===== config.mk =====
export PLATFORM = sky130hd
export DESIGN_NAME = mip_chain_surface_layout_unit
export DESIGN_NICKNAME = d
export VERILOG_FILES = /design/src/rtl/core/mcsl_pkg.sv /design/src/rtl/core/mcsl_geom.sv /design/src/rtl/core/mcsl_serial_mul.sv /design/src/rtl/core/mip_chain_surface_layout_unit.sv
export SDC_FILE = /design/constraint.sdc
export NUM_CORES = 1
export LEC_CHECK = 0
export BUFFER_PORTS_ARGS = -buffer_cell sky130_fd_sc_hd__buf_4
export CORE_MARGIN = 2
export CORE_UTILIZATION = 45
export CTS_CLUSTER_SIZE = 24
export DETAILED_ROUTE_END_ITERATION = 12
export GPL_TIMING_DRIVEN = 0
export PLACE_DENSITY = 0.59
export SYNTH_ARGS = -nofsm -noshare
export SYNTH_HDL_FRONTEND = slang
export SYNTH_SLANG_ARGS = --single-unit
export TNS_END_PERCENT = 100

===== constraint.sdc =====
create_clock -name i_clk -period 18.2 [get_ports i_clk]
set_input_delay 0.91 -clock i_clk [delete_from_list [all_inputs] [get_ports i_clk]]
set_output_delay 0.91 -clock i_clk [all_outputs]
set_load 0.02 [all_outputs]

===== src/rtl/core/mcsl_pkg.sv =====
`timescale 1ns / 1ps
`default_nettype none
package mcsl_pkg;

    // Field and datapath widths
    localparam int OFFSET_BITS = 40;
    localparam int DIM_W       = 15;
    localparam int DEPTH_W     = 12;
    localparam int CNT_W       = 4;
    localparam int SLICE_W     = 11;
    localparam int ARRAY_W     = 12;
    localparam int KIND_W      = 2;
    localparam int ES_W        = 8;
    localparam int PITCH_W     = 20;
    localparam int PITCH_OUT_W = 19;
    localparam int ROWS_W      = 15;
    localparam int SURF_W      = 33;
    localparam int STATUS_W    = 2;
    localparam int ACC_W       = 47;
    localparam int MPLIER_W    = 15;
    localparam int CFG_W       = 15;
    localparam int REG_IDX_W   = 3;

    // Size limits
    localparam logic [DIM_W-1:0]   MAX_DIMENSION = 15'd16384;
    localparam logic [ARRAY_W-1:0] MAX_SLICES    = 12'd2048;

    // Commands
    localparam logic CMD_RESTART = 1'b0;
    localparam logic CMD_NEXT    = 1'b1;

    // Result status
    localparam logic [STATUS_W-1:0] ST_OK       = 2'd0;
    localparam logic [STATUS_W-1:0] ST_OVERFLOW = 2'd1;
    localparam logic [STATUS_W-1:0] ST_FINISHED = 2'd2;

    // Format kinds
    localparam logic [KIND_W-1:0] KIND_LINEAR = 2'd0;
    localparam logic [KIND_W-1:0] KIND_BC     = 2'd1;
    localparam logic [KIND_W-1:0] KIND_PACKED = 2'd2;

    // Register indexes
    localparam logic [REG_IDX_W-1:0] REG_BASE_WIDTH   = 3'd0;
    localparam logic [REG_IDX_W-1:0] REG_BASE_HEIGHT  = 3'd1;
    localparam logic [REG_IDX_W-1:0] REG_BASE_DEPTH   = 3'd2;
    localparam logic [REG_IDX_W-1:0] REG_MIP_COUNT    = 3'd3;
    localparam logic [REG_IDX_W-1:0] REG_KEPT_MIPS    = 3'd4;
    localparam logic [REG_IDX_W-1:0] REG_ARRAY_COUNT  = 3'd5;
    localparam logic [REG_IDX_W-1:0] REG_FORMAT_KIND  = 3'd6;
    localparam logic [REG_IDX_W-1:0] REG_ELEMENT_SIZE = 3'd7;

    typedef struct packed {
        logic                   cmd;
        logic [OFFSET_BITS-1:0] available_bytes;
    } t_in_item;

    typedef struct packed {
        logic [OFFSET_BITS-1:0] byte_offset;
        logic [PITCH_OUT_W-1:0] row_pitch;
        logic [ROWS_W-1:0]      row_count;
        logic [SURF_W-1:0]      surface_bytes;
        logic                   kept;
        logic [STATUS_W-1:0]    status;
        logic                   last;
    } t_out_item;

    typedef struct packed {
        logic [DIM_W-1:0]   base_width;
        logic [DIM_W-1:0]   base_height;
        logic [DEPTH_W-1:0] base_depth;
        logic [KIND_W-1:0]  format_kind;
        logic [ES_W-1:0]    element_size;
    } t_geom_cfg;

    typedef struct packed {
        logic               linear;
        logic [DIM_W-1:0]   pitch_mcand;
        logic [ES_W-1:0]    pitch_mplier;
        logic [ROWS_W-1:0]  rows;
        logic [DEPTH_W-1:0] depth;
    } t_geom;

    typedef struct packed {
        logic                start;
        logic [ACC_W-1:0]    mcand;
        logic [MPLIER_W-1:0] mplier;
        logic [ACC_W-1:0]    init;
    } t_mul_req;

endpackage
`default_nettype wire


===== src/rtl/core/mcsl_geom.sv =====
`timescale 1ns / 1ps
`default_nettype none
module mcsl_geom (
    input  wire logic                       i_clk,
    input  wire logic                       i_load,
    input  wire mcsl_pkg::t_geom_cfg        i_cfg,
    input  wire logic [mcsl_pkg::CNT_W-1:0] i_mip,
    output mcsl_pkg::t_geom                 o_geom
);

    logic [mcsl_pkg::DIM_W-1:0]   w0, wc, ws, w;
    logic [mcsl_pkg::DIM_W-1:0]   h0, hc, hs, h;
    logic [mcsl_pkg::DEPTH_W-1:0] d0, ds, d;
    logic [mcsl_pkg::DIM_W:0]     w_up4, w_up2, h_up4;
    mcsl_pkg::t_geom              n_geom;
    mcsl_pkg::t_geom              r_geom;

    // Clamp the base size and scale it down to the current mip
    always_comb begin
        w0 = (i_cfg.base_width == '0) ? mcsl_pkg::DIM_W'(1) : i_cfg.base_width;
        wc = (w0 > mcsl_pkg::MAX_DIMENSION) ? mcsl_pkg::MAX_DIMENSION : w0;
        ws = wc >> i_mip;
        w  = (ws == '0) ? mcsl_pkg::DIM_W'(1) : ws;

        h0 = (i_cfg.base_height == '0) ? mcsl_pkg::DIM_W'(1) : i_cfg.base_height;
        hc = (h0 > mcsl_pkg::MAX_DIMENSION) ? mcsl_pkg::MAX_DIMENSION : h0;
        hs = hc >> i_mip;
        h  = (hs == '0) ? mcsl_pkg::DIM_W'(1) : hs;

        d0 = (i_cfg.base_depth == '0) ? mcsl_pkg::DEPTH_W'(1) : i_cfg.base_depth;
        ds = d0 >> i_mip;
        d  = (ds == '0) ? mcsl_pkg::DEPTH_W'(1) : ds;

        w_up4 = {1'b0, w} + (mcsl_pkg::DIM_W+1)'(3);
        w_up2 = {1'b0, w} + (mcsl_pkg::DIM_W+1)'(1);
        h_up4 = {1'b0, h} + (mcsl_pkg::DIM_W+1)'(3);
    end

    // Pick the pitch product operands for the format kind
    always_comb begin
        n_geom.depth = d;
        case (i_cfg.format_kind)
            mcsl_pkg::KIND_BC: begin
                n_geom.linear       = 1'b0;
                n_geom.pitch_mcand  = mcsl_pkg::DIM_W'(w_up4 >> 2);
                n_geom.pitch_mplier = i_cfg.element_size;
                n_geom.rows         = mcsl_pkg::ROWS_W'(h_up4 >> 2);
            end
            mcsl_pkg::KIND_PACKED: begin
                n_geom.linear       = 1'b0;
                n_geom.pitch_mcand  = mcsl_pkg::DIM_W'(w_up2 >> 1);
                n_geom.pitch_mplier = mcsl_pkg::ES_W'(4);
                n_geom.rows         = h;
            end
            default: begin
                n_geom.linear       = 1'b1;
                n_geom.pitch_mcand  = w;
                n_geom.pitch_mplier = i_cfg.element_size;
                n_geom.rows         = h;
            end
        endcase
    end

    // Hold the operands for the whole walk step
    always_ff @(posedge i_clk) begin
        if (i_load) begin
            r_geom <= n_geom;
        end
    end

    assign o_geom = r_geom;

endmodule
`default_nettype wire


===== src/rtl/core/mcsl_serial_mul.sv =====
`timescale 1ns / 1ps
`default_nettype none
module mcsl_serial_mul (
    input  wire logic                       i_clk,
    input  wire logic                       i_rst_n,
    input  wire mcsl_pkg::t_mul_req         i_req,
    output logic                            o_done,
    output logic [mcsl_pkg::ACC_W-1:0]      o_acc
);

    logic                              r_busy, n_busy;
    logic [mcsl_pkg::ACC_W-1:0]        r_acc, n_acc;
    logic [mcsl_pkg::ACC_W-1:0]        r_mcand, n_mcand;
    logic [mcsl_pkg::MPLIER_W-1:0]     r_mplier, n_mplier;

    // Finish once the multiplier shift register has run empty
    assign o_done = r_busy && (r_mplier == '0);
    assign o_acc  = r_acc;

    // One multiplier bit per cycle: add the shifted multiplicand, advance both
    always_comb begin
        n_busy   = r_busy;
        n_acc    = r_acc;
        n_mcand  = r_mcand;
        n_mplier = r_mplier;
        if (i_req.start) begin
            n_busy   = 1'b1;
            n_acc    = i_req.init;
            n_mcand  = i_req.mcand;
            n_mplier = i_req.mplier;
        end else if (r_busy) begin
            if (r_mplier == '0) begin
                n_busy = 1'b0;
            end else begin
                if (r_mplier[0]) begin
                    n_acc = r_acc + r_mcand;
                end
                n_mcand  = r_mcand << 1;
                n_mplier = r_mplier >> 1;
            end
        end
    end

    always_ff @(posedge i_clk) begin
        if (!i_rst_n) begin
            r_busy <= 1'b0;
        end else begin
            r_busy <= n_busy;
        end
    end

    always_ff @(posedge i_clk) begin
        r_acc    <= n_acc;
        r_mcand  <= n_mcand;
        r_mplier <= n_mplier;
    end

endmodule
`default_nettype wire


===== src/rtl/core/mip_chain_surface_layout_unit.sv =====
`timescale 1ns / 1ps
`default_nettype none
// Channel   Direction  Handshake                    Payload
// in        input      i_in_valid / o_in_ready      i_in  (mcsl_pkg::t_in_item)
// out       output     o_out_valid / i_out_ready    o_out (mcsl_pkg::t_out_item)
// cfg       input      i_cfg_we                     i_cfg_idx, i_cfg_wdata
//
// A restart transfer gives no result. A next transfer holds the input while one
// shift-add multiplier, one multiplier bit per cycle, forms pitch (element size
// bits), surface (row count bits), then the advanced offset (depth bits), through
// the GEOM, PITCH, SURF, ADV and DONE states. A next on a stopped walk goes straight
// to DONE and gives a finished result. Reset is synchronous, active low, and leaves
// the walk stopped. A stalled output holds its result while the next item is taken;
// that item's result then waits in its last cycle until the output register frees.
module mip_chain_surface_layout_unit (
    input  wire logic                               i_clk,
    input  wire logic                               i_rst_n,
    input  wire logic                               i_in_valid,
    output logic                                    o_in_ready,
    input  wire mcsl_pkg::t_in_item                 i_in,
    output logic                                    o_out_valid,
    input  wire logic                               i_out_ready,
    output mcsl_pkg::t_out_item                     o_out,
    input  wire logic                               i_cfg_we,
    input  wire logic [mcsl_pkg::REG_IDX_W-1:0]     i_cfg_idx,
    input  wire logic [mcsl_pkg::CFG_W-1:0]         i_cfg_wdata
);

    localparam logic [2:0] S_IDLE  = 3'd0;
    localparam logic [2:0] S_GEOM  = 3'd1;
    localparam logic [2:0] S_PITCH = 3'd2;
    localparam logic [2:0] S_SURF  = 3'd3;
    localparam logic [2:0] S_ADV   = 3'd4;
    localparam logic [2:0] S_DONE  = 3'd5;

    // Configuration registers
    logic [mcsl_pkg::DIM_W-1:0]   r_base_width, r_base_height;
    logic [mcsl_pkg::DEPTH_W-1:0] r_base_depth;
    logic [mcsl_pkg::CNT_W-1:0]   r_mip_count, r_kept_mips;
    logic [mcsl_pkg::ARRAY_W-1:0] r_array_count;
    logic [mcsl_pkg::KIND_W-1:0]  r_format_kind;
    logic [mcsl_pkg::ES_W-1:0]    r_element_size;

    // Walk state
    logic [2:0]                       r_state, n_state;
    logic [mcsl_pkg::OFFSET_BITS-1:0] r_limit;
    logic [mcsl_pkg::OFFSET_BITS-1:0] r_offset;
    logic [mcsl_pkg::CNT_W-1:0]       r_mip;
    logic [mcsl_pkg::SLICE_W-1:0]     r_slice;
    logic                             r_stopped;
    logic                             r_fin;

    // Step results
    logic [mcsl_pkg::PITCH_W-1:0] r_pitch;
    logic [mcsl_pkg::SURF_W-1:0]  r_surf;
    logic [mcsl_pkg::ACC_W-1:0]   r_next;

    logic                r_out_valid;
    mcsl_pkg::t_out_item r_out, n_out;

    mcsl_pkg::t_geom_cfg geom_cfg;
    mcsl_pkg::t_geom     geom;
    mcsl_pkg::t_mul_req  mul_req;
    logic                mul_done;
    logic [mcsl_pkg::ACC_W-1:0] mul_acc;

    logic                          in_xfer, geom_load, out_free;
    logic [mcsl_pkg::PITCH_W-1:0]  pitch_val;
    logic [mcsl_pkg::CNT_W-1:0]    mips;
    logic [mcsl_pkg::ARRAY_W-1:0]  slices;
    logic                          mip_end, slice_end, is_last, overflow;

    assign o_in_ready  = (r_state == S_IDLE);
    assign in_xfer     = i_in_valid && o_in_ready;
    assign geom_load   = in_xfer && (i_in.cmd == mcsl_pkg::CMD_NEXT) && !r_stopped;
    assign out_free    = !r_out_valid || i_out_ready;
    assign o_out_valid = r_out_valid;
    assign o_out       = r_out;

    assign geom_cfg.base_width   = r_base_width;
    assign geom_cfg.base_height  = r_base_height;
    assign geom_cfg.base_depth   = r_base_depth;
    assign geom_cfg.format_kind  = r_format_kind;
    assign geom_cfg.element_size = r_element_size;

    mcsl_geom u_geom (
        .i_clk  (i_clk),
        .i_load (geom_load),
        .i_cfg  (geom_cfg),
        .i_mip  (r_mip),
        .o_geom (geom)
    );

    mcsl_serial_mul u_mul (
        .i_clk   (i_clk),
        .i_rst_n (i_rst_n),
        .i_req   (mul_req),
        .o_done  (mul_done),
        .o_acc   (mul_acc)
    );

    // Linear pitch rounds bits up to whole bytes
    assign pitch_val = geom.linear ? mul_acc[mcsl_pkg::PITCH_W+2:3]
                                   : mul_acc[mcsl_pkg::PITCH_W-1:0];

    // Feed the shared multiplier for each product in turn
    always_comb begin
        mul_req.start  = 1'b0;
        mul_req.mcand  = mcsl_pkg::ACC_W'(geom.pitch_mcand);
        mul_req.mplier = mcsl_pkg::MPLIER_W'(geom.pitch_mplier);
        mul_req.init   = geom.linear ? mcsl_pkg::ACC_W'(7) : '0;
        case (r_state)
            S_GEOM: begin
                mul_req.start = 1'b1;
            end
            S_PITCH: begin
                mul_req.start  = mul_done;
                mul_req.mcand  = mcsl_pkg::ACC_W'(pitch_val);
                mul_req.mplier = geom.rows;
                mul_req.init   = '0;
            end
            S_SURF: begin
                mul_req.start  = mul_done;
                mul_req.mcand  = mcsl_pkg::ACC_W'(mul_acc[mcsl_pkg::SURF_W-1:0]);
                mul_req.mplier = mcsl_pkg::MPLIER_W'(geom.depth);
                mul_req.init   = mcsl_pkg::ACC_W'(r_offset);
            end
            default: begin
                mul_req.start = 1'b0;
            end
        endcase
    end

    // Level and walk ends, overflow check
    always_comb begin
        mips = (r_mip_count == '0) ? mcsl_pkg::CNT_W'(1) : r_mip_count;
        if (r_array_count == '0) begin
            slices = mcsl_pkg::ARRAY_W'(1);
        end else if (r_array_count > mcsl_pkg::MAX_SLICES) begin
            slices = mcsl_pkg::MAX_SLICES;
        end else begin
            slices = r_array_count;
        end
        mip_end   = ({1'b0, r_mip} + (mcsl_pkg::CNT_W+1)'(1)) >= {1'b0, mips};
        slice_end = ({1'b0, r_slice} + mcsl_pkg::ARRAY_W'(1)) >= slices;
        is_last   = mip_end && slice_end;
        overflow  = r_next > mcsl_pkg::ACC_W'(r_limit);
    end

    // Build the result
    always_comb begin
        n_out = '0;
        if (r_fin) begin
            n_out.status = mcsl_pkg::ST_FINISHED;
        end else begin
            n_out.byte_offset   = r_offset;
            n_out.row_pitch     = r_pitch[mcsl_pkg::PITCH_W-1] ? '1
                                : r_pitch[mcsl_pkg::PITCH_OUT_W-1:0];
            n_out.row_count     = geom.rows;
            n_out.surface_bytes = r_surf;
            n_out.kept          = (r_mip < r_kept_mips);
            n_out.last          = is_last;
            n_out.status        = overflow ? mcsl_pkg::ST_OVERFLOW : mcsl_pkg::ST_OK;
        end
    end

    // Sequence one walk step
    always_comb begin
        n_state = r_state;
        case (r_state)
            S_IDLE: begin
                if (in_xfer && (i_in.cmd == mcsl_pkg::CMD_NEXT)) begin
                    n_state = r_stopped ? S_DONE : S_GEOM;
                end
            end
            S_GEOM:  n_state = S_PITCH;
            S_PITCH: if (mul_done) n_state = S_SURF;
            S_SURF:  if (mul_done) n_state = S_ADV;
            S_ADV:   if (mul_done) n_state = S_DONE;
            S_DONE:  if (out_free) n_state = S_IDLE;
            default: n_state = S_IDLE;
        endcase
    end

    // Control registers
    always_ff @(posedge i_clk) begin
        if (!i_rst_n) begin
            r_state        <= S_IDLE;
            r_base_width   <= mcsl_pkg::DIM_W'(1);
            r_base_height  <= mcsl_pkg::DIM_W'(1);
            r_base_depth   <= mcsl_pkg::DEPTH_W'(1);
            r_mip_count    <= mcsl_pkg::CNT_W'(1);
            r_kept_mips    <= mcsl_pkg::CNT_W'(1);
            r_array_count  <= mcsl_pkg::ARRAY_W'(1);
            r_format_kind  <= mcsl_pkg::KIND_LINEAR;
            r_element_size <= mcsl_pkg::ES_W'(32);
            r_limit        <= '0;
            r_offset       <= '0;
            r_mip          <= '0;
            r_slice        <= '0;
            r_stopped      <= 1'b1;
            r_fin          <= 1'b0;
            r_out_valid    <= 1'b0;
        end else begin
            r_state <= n_state;

            // Take configuration writes
            if (i_cfg_we) begin
                case (i_cfg_idx)
                    mcsl_pkg::REG_BASE_WIDTH:   r_base_width   <= i_cfg_wdata;
                    mcsl_pkg::REG_BASE_HEIGHT:  r_base_height  <= i_cfg_wdata;
                    mcsl_pkg::REG_BASE_DEPTH:   r_base_depth   <= i_cfg_wdata[mcsl_pkg::DEPTH_W-1:0];
                    mcsl_pkg::REG_MIP_COUNT:    r_mip_count    <= i_cfg_wdata[mcsl_pkg::CNT_W-1:0];
                    mcsl_pkg::REG_KEPT_MIPS:    r_kept_mips    <= i_cfg_wdata[mcsl_pkg::CNT_W-1:0];
                    mcsl_pkg::REG_ARRAY_COUNT:  r_array_count  <= i_cfg_wdata[mcsl_pkg::ARRAY_W-1:0];
                    mcsl_pkg::REG_FORMAT_KIND:  r_format_kind  <= i_cfg_wdata[mcsl_pkg::KIND_W-1:0];
                    mcsl_pkg::REG_ELEMENT_SIZE: r_element_size <= i_cfg_wdata[mcsl_pkg::ES_W-1:0];
                    default: ;
                endcase
            end

            // Restart or open a step
            if (in_xfer) begin
                if (i_in.cmd == mcsl_pkg::CMD_RESTART) begin
                    r_limit   <= i_in.available_bytes;
                    r_offset  <= '0;
                    r_mip     <= '0;
                    r_slice   <= '0;
                    r_stopped <= 1'b0;
                end else begin
                    r_fin <= r_stopped;
                end
            end

            // Post the result when the step closes, else drain the output register
            if ((r_state == S_DONE) && out_free) begin
                r_out_valid <= 1'b1;
            end else if (r_out_valid && i_out_ready) begin
                r_out_valid <= 1'b0;
            end

            // Close the step: advance the walk
            if ((r_state == S_DONE) && out_free) begin
                if (!r_fin) begin
                    if (overflow) begin
                        r_stopped <= 1'b1;
                    end else begin
                        r_offset <= r_next[mcsl_pkg::OFFSET_BITS-1:0];
                        if (is_last) begin
                            r_stopped <= 1'b1;
                        end else if (mip_end) begin
                            r_mip   <= '0;
                            r_slice <= r_slice + mcsl_pkg::SLICE_W'(1);
                        end else begin
                            r_mip <= r_mip + mcsl_pkg::CNT_W'(1);
                        end
                    end
                end
            end
        end
    end

    // Payload registers
    always_ff @(posedge i_clk) begin
        if ((r_state == S_PITCH) && mul_done) begin
            r_pitch <= pitch_val;
        end
        if ((r_state == S_SURF) && mul_done) begin
            r_surf <= mul_acc[mcsl_pkg::SURF_W-1:0];
        end
        if ((r_state == S_ADV) && mul_done) begin
            r_next <= mul_acc;
        end
        if ((r_state == S_DONE) && out_free) begin
            r_out <= n_out;
        end
    end

endmodule
`default_nettype wire


==> summary.md <==
| Metric | Value |
|---|---|
| MaxCap Viol Count | `0` |
| DRC Markers | `0` |
| Gpl congestion | `0.9455` |
| Final Instance Area | `0.03242 mm2` |
| Crit Path Category | `reg -> reg` |
| Max clock buf depth | `3` |
| CP endpoint kind | `flip-flop` |
| H-tree Lvls | `2` |
| Worst Setup Slack, final | `13.34 ns` |
| CTS tree | `done` |
| Die X | `253.3 um` |
| Avg Synthesized Cell Area | `10.16 um2` |
| F_max | `0.2057 GHz` |
| HPWL Detailed | `63320 um` |
| Die area | `0.06414 mm2` |
| R2r worst-path depth | `11` |
| Placeable core area | `0.06160 mm2` |
| Leak | `11.83 nW` |
| Port bufs | `172` |
| Slew Limit Fails | `0` |
| Number of fill cells | `5595` |
| Area after DPL | `0.03050 mm2` |
| Rows | `91` |
| Clk_lat worst skew | `0.63 ns` |
| Post-synthesis instance area | `0.02796 mm2` |
| Hold Path Cell Cnt | `0` |
| Sw frac | `35.49%` |
| Top_reg_cell synth | `edfxtp_1` |
| Largest area contributor in the netlist | `edfxtp_1` |
| HP Start | `u_mul.o_acc[39]$_DFFE_PP_` |
| N_diodes | `0` |
| R2R Path Start | `r_next[26]$_DFFE_PP_` |
| Final net count | `3168` |
| CP arrival | `5.39 ns` |
| Cell Int Power | `2.960 mW` |
| Ys async rst share | `0%` |
| Worst Path Buf+Inv | `1` |
| Post-CTS setup buffers | `0` |
| Yosys top cell area share | `39.85%` |
| Delay-heaviest family, CP | `simple AND/OR/NAND/NOR gates` |
| RSZ-0062 raised after global routing | `no` |
| Cells after DPL | `3769` |
| Power share of the sequential group | `39.8%` |
| Layout cell share with drive strength beyond 1 | `12.46%` |
| Layout area overhead | `15.95%` |
| Hold WS | `0.4453 ns` |
| Synthesis Warnings | `0` |
| # hold bufs at CTS | `0` |
| Clock Tree Root | `clkbuf_16` |
| Setup_tns | `0 ns` |
| Sequential area share after synthesis | `52.31%` |
| Most used cell, CP | `nand3_1` |
| Post-synth EDFFs | `371` |
| CP Launch Type | `flip-flop` |
| PwrDens | `141.6 mW/mm2` |
| Clk pwr share | `25.9%` |
| Worst flop-to-flop path endpoint | `r_mip[3]$_SDFF_PN0_` |
| Remaining Overflow, GRT | `0` |
| Starting DRT DRC Count | `1898` |
| Slowest stage delay, CP | `0.73 ns` |
| Non-Filler Instances | `3878` |
| Comb pwr share | `34.3%` |
| Critical Path, Cell by Cell | `ha_1, nand3_1, nor4_1, nand4_1, or4_1, nor2b_1, o31ai_2, nand3_1, clkbuf_1, a211o_1, o21ai_0` |
| Worst R2R Setup Slack | `13.34 ns` |
| Final Util | `52.63%` |
| Post-CTS resize count | `0` |
| Antenna violations before repair | `1` |
| Final hold violation count | `0` |
| Final setup violation count | `0` |
| Wire length of the first global-routing pass | `126300 um` |
| Num CTS Buffers | `59` |
| Post-Synthesis Cells | `2751` |
| Vias in the first global route | `21280` |
| Clock transition at the registers of the reported paths | `0.06 ns` |
| Vias/cell | `5.715` |
| Final period util | `26.71%` |
| Final Critical Period | `4.861 ns` |
| Worst Path Required | `18.73 ns` |
| Starting density of the core | `45.39%` |
| Net Count, Synth | `2926` |
| Yosys cell types | `94` |
| Ports | `177` |
| Final wirelength | `83440 um` |
| Synth area leaders | `edfxtp_1 (40%), dfxtp_1 (12%), nand2_1 (5.6%)` |
| Crit-path max FO | `10` |
| Clk sinks | `545` |
| Net Switching | `1.629 mW` |
| Worst Hold Class | `reg -> reg` |
| Commonest non-fill, non-tap cell in the layout | `nand2_1` |
| Min-Delay Endpoint | `r_next[39]$_DFFE_PP_` |
| Antenna viol nets, final | `0` |
| Worst Tran Pin Value | `1.341 ns` |
| Most frequent cells in the layout | `nand2_1 (418), edfxtp_1 (371), nor2_1 (203), a21oi_1 (203), dfxtp_1 (174)` |
| Final Total Pwr | `4.590 mW` |
| Die Y | `253.3 um` |
| Slew margin rel. | `10.60%` |
| Final Skew | `0.03185 ns` |
| DRT Pass-1 Iters | `6` |
| FF+latch count, synth | `545` |
| Wire per inst | `21.52 um` |
| VDD IR-drop max | `0.0001007 V` |
| Largest net degree at the start of global routing | `65` |
| Total Routing Usage GR | `25.69%` |
| Dpl ws | `13.52 ns` |
| Status | `finished clean` |
| Vias post-DR | `22160` |
| Slowest CP cell | `nor4_1` |
## worst reg2reg max path: stages (launching register included)
cell and delay [ns]:
edfxtp_1 0.42, ha_1 0.31, nand3_1 0.12, nor4_1 0.73, nand4_1 0.28, or4_1 0.70
nor2b_1 0.24, o31ai_2 0.26, nand3_1 0.74, clkbuf_1 0.53, a211o_1 0.38, o21ai_0 0.06
## power by group through the flow
stage | clock (mW) | sequential [mW] | combinational [mW]
3_5_place_dp | 0 | 1.85 | 1.55
5_1_grt | 1.26 | 1.84 | 1.75
2_1_floorplan | 0 | 1.80 | 1.11
4_1_cts | 1.21 | 1.82 | 1.56
3_3_place_gp | 0 | 1.86 | 1.52
6_report | 1.19 | 1.83 | 1.58
## worst max-delay path by stage
stage,startpoint,endpoint,depth (start not counted)
5_1_grt,r_mip[2]$_SDFF_PN0_,r_slice[2]$_SDFF_PN0_,15
3_3_place_gp,i_out_ready,o_out[1]$_SDFFCE_PP0P_,3
2_1_floorplan,i_out_ready,o_out[0]$_SDFFCE_PP0P_,2
4_1_cts,r_mip[2]$_SDFF_PN0_,r_slice[5]$_SDFF_PN0_,15
3_5_place_dp,r_mip[2]$_SDFF_PN0_,r_slice[5]$_SDFF_PN0_,15
6_report,r_next[26]$_DFFE_PP_,r_mip[3]$_SDFF_PN0_,11
## cells by family after synthesis
group	count (synthesis)	synth area share, %
simple gates	1056	18.54
buf+inv	236	3.388
flops	545	52.31
fa+ha+maj	112	5.030
mux	103	4.068
compound gates	642	14.88
xor+xnor	57	1.786
## flip-flops by register name, indices dropped and copies added, names as in the netlist, 20 cells and up
signal and flops:
o_out 111, u_geom.o_geom 51, r_next 47, u_mul.o_acc 47
u_mul.r_mcand 47, r_limit 40, r_offset 40, r_surf 33
r_pitch 20
## cells in the mapped netlist, drive strengths merged, types with 7 or more instances
master	number
a211o	11
a211oi	19
a21boi	7
a21o	48
a21oi	203
a221o	8
a22o	16
a22oi	9
a31oi	74
and2	32
and3	16
and4	44
buf	24
clkbuf	131
dfxtp	174
edfxtp	371
ha	110
inv	79
mux2	35
mux2i	63
nand2	420
nand2b	47
nand3	48
nand4	16
nor2	205
nor2b	115
nor3	51
nor4	24
o211ai	32
o21a	17
o21ai	109
o22ai	16
o31a	7
o31ai	14
or2	11
or3	12
xnor2	28
xor2	29
## metal layers
metal	routed length, um	global-route usage [%]	part of all wire, %
met2	39400	42.95	47
met1	36350	34.42	44
met4	2652	8.774	3.2
met3	5043	3.331	6.0
met5	0	0	0
## area by class of cell
cell class | count | area, um2 | area share [%]
Buffer | 155 | 644.4 | 1.988
Timing Repair Buffer | 181 | 1454 | 4.485
Clock buffer | 87 | 1714 | 5.288
Clock inverter | 22 | 209.0 | 0.6445
Inverter | 81 | 304.0 | 0.9379
Sequential cell | 545 | 14620 | 45.11
Tap cell | 837 | 1047 | 3.230
Multi-Input combinational cell | 1970 | 12420 | 38.32
Note: power is estimated with default switching activity, not from simulation.
